### config.mk
export PLATFORM = sky130hd
export DESIGN_NAME = pairwise_distance_sorter_core
export DESIGN_NICKNAME = d
export VERILOG_FILES = /design/src/design/pds_pkg.sv /design/src/design/pairwise_distance_sorter_core.sv /design/src/design/pds_sqrt.sv
export VERILOG_INCLUDE_DIRS = /design/src /design/src/design
export SDC_FILE = /design/constraint.sdc
export NUM_CORES = 2
export LEC_CHECK = 0
export BUFFER_PORTS_ARGS = -buffer_cell sky130_fd_sc_hd__buf_2
export CAP_MARGIN = 20
export CELL_PAD_IN_SITES_DETAIL_PLACEMENT = 1
export CELL_PAD_IN_SITES_GLOBAL_PLACEMENT = 2
export CORE_ASPECT_RATIO = 0.9
export CORE_MARGIN = 1.5
export CORE_UTILIZATION = 47
export CTS_BUF_LIST = sky130_fd_sc_hd__clkbuf_16
export DETAILED_ROUTE_END_ITERATION = 6
export PLACE_DENSITY_LB_ADDON = 0.1
export SETUP_SLACK_MARGIN = 0.02
export SLEW_MARGIN = 15
export SYNTH_ARGS = -nofsm -noshare
export SYNTH_HDL_FRONTEND = slang
export SYNTH_HIERARCHICAL = 1
export SYNTH_SLANG_ARGS = --single-unit
### constraint.sdc
create_clock -name clk -period 12.3 [get_ports clk]
set_input_delay 0.615 -clock clk [delete_from_list [all_inputs] [get_ports clk]]
set_output_delay 0.615 -clock clk [all_outputs]
set_load 0.03 [all_outputs]
### src/design/pairwise_distance_sorter_core_assert.svh
// Assertion helpers shared by the sorter RTL.
`ifndef PAIRWISE_DISTANCE_SORTER_CORE_ASSERT_SVH
`define PAIRWISE_DISTANCE_SORTER_CORE_ASSERT_SVH

// Same-cycle implication, disabled while reset is low.
`define PDS_ASSERT_IMPL(lbl, ck, rn, ante, cons) \
  lbl: assert property (@(posedge ck) disable iff (!rn) (ante) |-> (cons)) \
    else $error("pds assertion failed");

// Next-cycle implication, disabled while reset is low.
`define PDS_ASSERT_NEXT(lbl, ck, rn, ante, cons) \
  lbl: assert property (@(posedge ck) disable iff (!rn) (ante) |=> (cons)) \
    else $error("pds assertion failed");

`endif

### src/design/pds_pkg.sv
`default_nettype none
package pds_pkg;
  localparam int MAX_POINTS_DEF = 8;
  localparam int COORD_W        = 16;
  localparam int DIST_W         = 24;
  localparam int KEY_W          = 34;
  localparam int SCALE          = 10000;
  localparam int SQ_IN_W        = 48;

  // Sequencer states
  typedef enum logic [3:0] {
    ST_IDLE,
    ST_RDA,
    ST_RDB,
    ST_LDB,
    ST_MUL,
    ST_SCAN,
    ST_IDX,
    ST_PA,
    ST_PB,
    ST_ROOT,
    ST_WAIT,
    ST_OUT
  } state_t;
endpackage
`default_nettype wire

### src/design/pairwise_distance_sorter_core.sv
// Pairwise distance sorter. Points stream in one per cycle (in_ready high)
// until a point with in_last_point set; points beyond MAX_POINTS are dropped.
// The block then computes the squared distance of every pair i<j using one
// shared 16x16 multiplier, and emits pairs in descending
// distance order (ties in i-major creation order) with the distance rounded
// to hundredths. Each result is picked by a scan over the P stored pair keys,
// then fetches both points, runs a bit-serial square root and holds the
// result until it is taken; in_ready stays low until the final result,
// flagged by out_last_pair, is transferred.
`default_nettype none
`include "pairwise_distance_sorter_core_assert.svh"
module pairwise_distance_sorter_core #(
  parameter int MAX_POINTS = pds_pkg::MAX_POINTS_DEF
) (
  input  logic                              clk,
  input  logic                              rst_n,
  input  logic                              in_valid,
  output logic                              in_ready,
  input  logic signed [pds_pkg::COORD_W-1:0] in_coord_x,
  input  logic signed [pds_pkg::COORD_W-1:0] in_coord_y,
  input  logic signed [pds_pkg::COORD_W-1:0] in_coord_z,
  input  logic                              in_last_point,
  output logic                              out_valid,
  input  logic                              out_ready,
  output logic signed [pds_pkg::COORD_W-1:0] out_first_x,
  output logic signed [pds_pkg::COORD_W-1:0] out_first_y,
  output logic signed [pds_pkg::COORD_W-1:0] out_first_z,
  output logic signed [pds_pkg::COORD_W-1:0] out_second_x,
  output logic signed [pds_pkg::COORD_W-1:0] out_second_y,
  output logic signed [pds_pkg::COORD_W-1:0] out_second_z,
  output logic [pds_pkg::DIST_W-1:0]         out_dist_hundredths,
  output logic                              out_last_pair
);
  import pds_pkg::*;

  localparam int PW     = $clog2(MAX_POINTS);
  localparam int CW     = $clog2(MAX_POINTS + 1);
  localparam int NPAIRS = MAX_POINTS * (MAX_POINTS - 1) / 2;
  localparam int SW     = $clog2(NPAIRS + 1);
  localparam int PIW    = (NPAIRS > 1) ? $clog2(NPAIRS) : 1;
  localparam int PT_W   = 3 * COORD_W;

  state_t state_r, state_nxt;

  logic [CW-1:0]     cnt_r;
  logic [CW-1:0]     n_r;
  logic [PW-1:0]     i_r, j_r;
  logic [SW-1:0]     p_r;
  logic [1:0]        k_r;
  logic [PT_W-1:0]   pa_r, pb_r;
  logic [KEY_W-1:0]  acc_r;
  logic [SW-1:0]     s_r;
  logic [PIW-1:0]    best_r;
  logic [KEY_W-1:0]  best_key_r;
  logic              found_r;
  logic [NPAIRS-1:0] done_r;
  logic [SW-1:0]     emit_r;

  logic [PT_W-1:0]   pmem [MAX_POINTS];
  logic [PT_W-1:0]   prd_r;
  logic [PW-1:0]     paddr;
  logic [KEY_W-1:0]  kmem [NPAIRS];
  logic [KEY_W-1:0]  krd_r;
  logic [2*PW-1:0]   imem [NPAIRS];
  logic [2*PW-1:0]   ird_r;

  logic [PT_W-1:0]   first_r, second_r;
  logic [DIST_W-1:0] dist_r;
  logic              last_r;

  logic              in_xfer, out_xfer;
  logic              full;
  logic [CW-1:0]     n_eff;
  logic              gen_end, row_end;
  logic [COORD_W-1:0] ca, cb;
  logic [COORD_W:0]  diff;
  logic [COORD_W-1:0] mag;
  logic [2*COORD_W-1:0] sq;
  logic [KEY_W-1:0]  acc_sum;
  logic [PIW-1:0]    cidx;
  logic              cand;
  logic              scan_end;
  logic              sq_start, sq_done;
  logic [DIST_W-1:0] sq_root;

  assign in_xfer  = in_valid && in_ready;
  assign out_xfer = out_valid && out_ready;
  assign full     = cnt_r == CW'(MAX_POINTS);
  assign n_eff    = full ? cnt_r : cnt_r + CW'(1);
  assign row_end  = j_r == PW'(n_r - CW'(1));
  assign gen_end  = row_end && ((CW'(i_r) + CW'(2)) == n_r);
  assign scan_end = s_r == p_r;

  // Shared squarer: one coordinate per cycle
  always_comb begin
    unique case (k_r)
      2'd0:    begin ca = pa_r[3*COORD_W-1 -: COORD_W]; cb = pb_r[3*COORD_W-1 -: COORD_W]; end
      2'd1:    begin ca = pa_r[2*COORD_W-1 -: COORD_W]; cb = pb_r[2*COORD_W-1 -: COORD_W]; end
      default: begin ca = pa_r[COORD_W-1:0];            cb = pb_r[COORD_W-1:0];            end
    endcase
  end
  assign diff    = {ca[COORD_W-1], ca} - {cb[COORD_W-1], cb};
  assign mag     = diff[COORD_W] ? COORD_W'(-diff) : diff[COORD_W-1:0];
  assign sq      = mag * mag;
  assign acc_sum = ((k_r == 2'd0) ? '0 : acc_r) + KEY_W'(sq);

  // Max search candidate for the key read last cycle
  assign cidx = PIW'(s_r - SW'(1));
  assign cand = (s_r != '0) && !done_r[cidx] && (!found_r || (krd_r > best_key_r));

  // Next state
  always_comb begin
    state_nxt = state_r;
    unique case (state_r)
      ST_IDLE: if (in_xfer && in_last_point && (n_eff >= CW'(2))) state_nxt = ST_RDA;
      ST_RDA:  state_nxt = ST_RDB;
      ST_RDB:  state_nxt = ST_LDB;
      ST_LDB:  state_nxt = ST_MUL;
      ST_MUL:  if (k_r == 2'd2) state_nxt = gen_end ? ST_SCAN : ST_RDA;
      ST_SCAN: if (scan_end) state_nxt = ST_IDX;
      ST_IDX:  state_nxt = ST_PA;
      ST_PA:   state_nxt = ST_PB;
      ST_PB:   state_nxt = ST_ROOT;
      ST_ROOT: state_nxt = ST_WAIT;
      ST_WAIT: if (sq_done) state_nxt = ST_OUT;
      ST_OUT:  if (out_ready) state_nxt = last_r ? ST_IDLE : ST_SCAN;
      default: state_nxt = ST_IDLE;
    endcase
  end

  // Control outputs and point read address
  always_comb begin
    in_ready  = state_r == ST_IDLE;
    out_valid = state_r == ST_OUT;
    sq_start  = state_r == ST_ROOT;
    unique case (state_r)
      ST_RDA:  paddr = i_r;
      ST_RDB:  paddr = j_r;
      ST_PA:   paddr = ird_r[2*PW-1:PW];
      default: paddr = ird_r[PW-1:0];
    endcase
  end

  always_ff @(posedge clk) begin
    if (!rst_n) begin
      state_r <= ST_IDLE;
      cnt_r   <= '0;
    end else begin
      state_r <= state_nxt;
      if (in_xfer) begin
        cnt_r <= in_last_point ? '0 : n_eff;
      end
    end
  end

  // Point store
  always_ff @(posedge clk) begin
    if (in_xfer && !full) begin
      pmem[cnt_r[PW-1:0]] <= {in_coord_x, in_coord_y, in_coord_z};
    end
    prd_r <= pmem[paddr];
  end

  // Pair key and index store
  always_ff @(posedge clk) begin
    if ((state_r == ST_MUL) && (k_r == 2'd2)) begin
      kmem[p_r[PIW-1:0]] <= acc_sum;
      imem[p_r[PIW-1:0]] <= {i_r, j_r};
    end
    if ((state_r == ST_SCAN) && !scan_end) begin
      krd_r <= kmem[s_r[PIW-1:0]];
    end
    ird_r <= imem[best_r];
  end

  // Datapath sequencing
  always_ff @(posedge clk) begin
    unique case (state_r)
      ST_IDLE: begin
        n_r    <= n_eff;
        i_r    <= '0;
        j_r    <= PW'(1);
        p_r    <= '0;
        emit_r <= '0;
        s_r    <= '0;
        found_r <= 1'b0;
        done_r <= '0;
      end
      ST_RDB: pa_r <= prd_r;
      ST_LDB: begin
        pb_r <= prd_r;
        k_r  <= 2'd0;
      end
      ST_MUL: begin
        acc_r <= acc_sum;
        k_r   <= k_r + 2'd1;
        if (k_r == 2'd2) begin
          p_r <= p_r + SW'(1);
          if (row_end) begin
            i_r <= i_r + PW'(1);
            j_r <= i_r + PW'(2);
          end else begin
            j_r <= j_r + PW'(1);
          end
        end
      end
      ST_SCAN: begin
        if (cand) begin
          best_r     <= cidx;
          best_key_r <= krd_r;
          found_r    <= 1'b1;
        end
        if (!scan_end) s_r <= s_r + SW'(1);
      end
      ST_IDX: done_r[best_r] <= 1'b1;
      ST_PB:  first_r <= prd_r;
      ST_ROOT: begin
        second_r <= prd_r;
        last_r   <= (emit_r + SW'(1)) == p_r;
      end
      ST_WAIT: if (sq_done) dist_r <= sq_root;
      ST_OUT: begin
        if (out_ready) begin
          emit_r  <= emit_r + SW'(1);
          s_r     <= '0;
          found_r <= 1'b0;
        end
      end
      default: ;
    endcase
  end

  // Rounded root of the scaled squared distance
  pds_sqrt u_sqrt (
    .clk   (clk),
    .rst_n (rst_n),
    .start (sq_start),
    .value (SQ_IN_W'(best_key_r) * SQ_IN_W'(SCALE)),
    .done  (sq_done),
    .root  (sq_root)
  );

  assign out_first_x         = first_r[3*COORD_W-1 -: COORD_W];
  assign out_first_y         = first_r[2*COORD_W-1 -: COORD_W];
  assign out_first_z         = first_r[COORD_W-1:0];
  assign out_second_x        = second_r[3*COORD_W-1 -: COORD_W];
  assign out_second_y        = second_r[2*COORD_W-1 -: COORD_W];
  assign out_second_z        = second_r[COORD_W-1:0];
  assign out_dist_hundredths = dist_r;
  assign out_last_pair       = last_r;

  `PDS_ASSERT_IMPL(a_out_blocks_in, clk, rst_n, out_valid, !in_ready)
  `PDS_ASSERT_IMPL(a_cnt_range, clk, rst_n, state_r == ST_IDLE, cnt_r <= CW'(MAX_POINTS))
  `PDS_ASSERT_IMPL(a_emit_range, clk, rst_n, out_valid, emit_r < p_r)
  `PDS_ASSERT_NEXT(a_last_frees, clk, rst_n, out_valid && out_ready && out_last_pair, in_ready)
endmodule
`default_nettype wire

### src/design/pds_sqrt.sv
`default_nettype none
module pds_sqrt (
  input  logic                        clk,
  input  logic                        rst_n,
  input  logic                        start,
  input  logic [pds_pkg::SQ_IN_W-1:0] value,
  output logic                        done,
  output logic [pds_pkg::DIST_W-1:0]  root
);
  import pds_pkg::*;

  localparam int STEPS  = SQ_IN_W / 2;
  localparam int STEP_W = $clog2(STEPS);
  localparam int RW     = DIST_W + 2;

  logic [SQ_IN_W-1:0] val_r;
  logic [RW-1:0]      rem_r;
  logic [DIST_W-1:0]  root_r;
  logic [STEP_W-1:0]  cnt_r;
  logic               run_r;
  logic               fin_r;
  logic               done_r;
  logic [RW-1:0]      rem_sh;
  logic [RW-1:0]      trial;
  logic               ge;

  // One result bit per cycle, restoring digit recurrence
  assign rem_sh = {rem_r[RW-3:0], val_r[SQ_IN_W-1 -: 2]};
  assign trial  = {root_r, 2'b01};
  assign ge     = rem_sh >= trial;

  always_ff @(posedge clk) begin
    if (!rst_n) begin
      run_r  <= 1'b0;
      fin_r  <= 1'b0;
      done_r <= 1'b0;
    end else begin
      done_r <= fin_r;
      fin_r  <= run_r && (cnt_r == STEP_W'(STEPS - 1));
      if (start) begin
        run_r <= 1'b1;
      end else if (run_r && (cnt_r == STEP_W'(STEPS - 1))) begin
        run_r <= 1'b0;
      end
    end
  end

  always_ff @(posedge clk) begin
    if (start) begin
      val_r  <= value;
      rem_r  <= '0;
      root_r <= '0;
      cnt_r  <= '0;
    end else if (run_r) begin
      val_r <= {val_r[SQ_IN_W-3:0], 2'b00};
      cnt_r <= cnt_r + STEP_W'(1);
      if (ge) begin
        rem_r  <= rem_sh - trial;
        root_r <= {root_r[DIST_W-2:0], 1'b1};
      end else begin
        rem_r  <= rem_sh;
        root_r <= {root_r[DIST_W-2:0], 1'b0};
      end
    end else if (fin_r) begin
      // round to nearest: remainder above root means past the half step
      if (rem_r > RW'(root_r)) begin
        root_r <= root_r + DIST_W'(1);
      end
    end
  end

  assign done = done_r;
  assign root = root_r;
endmodule
`default_nettype wire

==> impl_metrics.toml <==
[worst_setup_path]
cp-start-kind = "flip-flop"
cp_slowest_cell = "xnor2_4"
crit_top_cell = "fa_1"
path_buf_inv = 7
end_kind = "flip-flop"
critPathMaxFanout = 29
cpLargestDelayFamily = "adder cells"
crit_type = "reg2reg"
cp_slowest_stage_delay_ns = 0.62
arrival_ns = 12.14
cp.required_ns = 12.83

[die]
row_count = 156
die_x_um = 477.9
start_util_pct = 47.41
dieArea_sq_um = 205700
core_area_sq_um = 201200
pin_count = 176
fp.dieH_um = 430.4

[logic_synthesis]
ys_seq_elements = 2052
syn_avg_cell_area_sq_um = 14.77
synth_top_area_share_pct = 60.81
ys_seq_area_share_pct = 63.33
async_reset_ff_share_pct = 0
synth_edf_count = 1932
yosys_warnings = 6
synthTopCellsByArea = "edfxtp_1, mux4_2, fa_1"
synthCells = 6458
synth-main-ff-cell = "edfxtp_1"
syn-cell-area_sq_um = 95410
ys_types = 113
synth_area_leader_cell = "edfxtp_1"

[clocking]
cts.sinks = 2052
clk_pin_slew_ns = 0.06
cts_buffer_depth = 3
cts_root_buf = "clkbuf_16"
insertion_delay_ns = 0.88
h-tree-depth = 4
cts_tree = "built"
cts_buffers = 205

[timing]
maxSlewViolCount = 0
tightest_slew_ns = 1.203
fin_crit_ns = 11.62
fmax_mhz = 86.09
tns_ns = 0
whs_ns = 0.05120
setup_viol = 0
hold_viol_final = 0
clock_skew_ns = 0.08415
max_slew_margin_pct = 19.80
rsz0062_at_grt = "no"
finalCritPeriodShare_pct = 94.43

[detailed_routing]
wl_per_cell_um = 26.79
drt_iter0_drc = 4705
vias_per_cell = 5.671
firstDrtPassIters = 5
vias = 54597
drtAntennaViolNets = 0
wl_mm = 257.9
drc = 0

[worst_hold_path]
hp-class = "in2reg"

[global_route]
grt.overflow.total = 0
antenna_found_initial = 30
grt.total_usage_pct = 25.21
grt_pass1_vias = 57520
grt_max_degree = 145
grt_pass1_wl_mm = 382.2

[placed_design]
globalplace.congestion = 0.8229
dp_hpwl_mm = 160.4
portBuffers = 175

[layout]
drive_above_1_share_pct = 17.08
final_common_cell = "edfxtp_1"
nets = 7422
area_growth_pct = 13.12
layout_common_cells = "edfxtp_1, inv_1, nand2_1"
nFillCells = 19187

[outcome]
status = "finished, final reports clean"

[job]
drv_cap = 0
## synthesized netlist by cell type, types with 120 or more instances
| cell type | number |
|---|---|
| edfxtp_1 | 1932 |
| inv_1 | 686 |
| nand2_1 | 685 |
| ha_1 | 328 |
| mux4_2 | 323 |
| nand3_1 | 291 |
| nor2_1 | 286 |
| fa_1 | 281 |
| a21oi_1 | 198 |
| o21ai_0 | 192 |
| clkbuf_1 | 185 |
| dfxtp_1 | 120 |
## sequential cells by signal, summed over array words and instances (netlist names), 48 cells and up
name / count
first_r: 48
pmem: 384
pa_r: 48
kmem: 952
imem: 168
second_r: 48
pb_r: 48
prd_r: 48
u_sqrt/val_r: 48
## cell families (layout without fill, tap and decap cells)
logic type | count (synthesis) | in the layout | synth area share (%)
xor gates and xnor gates | 155 | 155 | 1.474
DFF | 2052 | 2052 | 63.33
other | 1 | 12 | 0.003930
and+or+nand+nor | 1538 | 1538 | 7.286
muxes | 459 | 459 | 9.171
buffers and inverters | 952 | 1425 | 3.820
adders and majority gates | 609 | 609 | 10.20
AOI/OAI and AO/OA | 692 | 692 | 4.721
## worst paths after layout
kind	startpoint	to	slack, ns	cells past startpoint
worst min register to register	krd_r[18]$_DFFE_PP_	best_key_r[18]$_DFFE_PP_	0.46	0
worst max-delay path	k_r[1]$_SDFFCE_PN0P_	kmem[1][31]$_DFFE_PP_	0.68	38
worst min-delay path	in_coord_y[2]	pmem[3][18]$_DFFE_PP_	0.05	1
worst max register to register	k_r[1]$_SDFFCE_PN0P_	kmem[1][31]$_DFFE_PP_	0.68	38
## what timing repair did
| item | in CTS | in global routing |
|---|---|---|
| hold endpoints to repair | 308 | 0 |
| endpoints found under the setup margin | 0 | 141 |
| setup buffers | 0 | 2 |
| resized for setup | 0 | 6 |
| hold buffers | 41 | 0 |
## layout make-up
type                       instances  area, sq um  share of cell area, %
tap                             2686         3361                  3.114
timing repair buffer             350         2484                  2.301
sequential                      2052        60420                  55.98
inverter                         694         2618                  2.425
antenna                            8        20.02                0.01855
clock inverter                   176         1871                  1.733
multi-input combinational       3457        32020                  29.67
clock buffer                     205         5130                  4.753
## metal layers
layer  up-vias  share of wire, %  track usage (%)
met5         -             0.036                0
met3       292               6.5            4.721
met1     28677                45            36.63
met2      1444                47            39.82
met4        16               1.8            5.263
li1      24168                 -                -
## stage by stage
step	utilization, %	std cells	worst slack, ns	cell area [sq um]
global route	53.62	9624	0.06994	107900
finish	53.63	9628	0.6849	107900
detailed placement	49.80	9188	0.1542	100200
CTS	53.48	9610	0.1256	107600
floorplan	-	6461	1.387	95420
global placement	49.77	9183	0.5557	100200
Power is left out: the tool's default activity adds up to more than one toggle a clock period on the data nets, which glitch-free logic cannot reach.
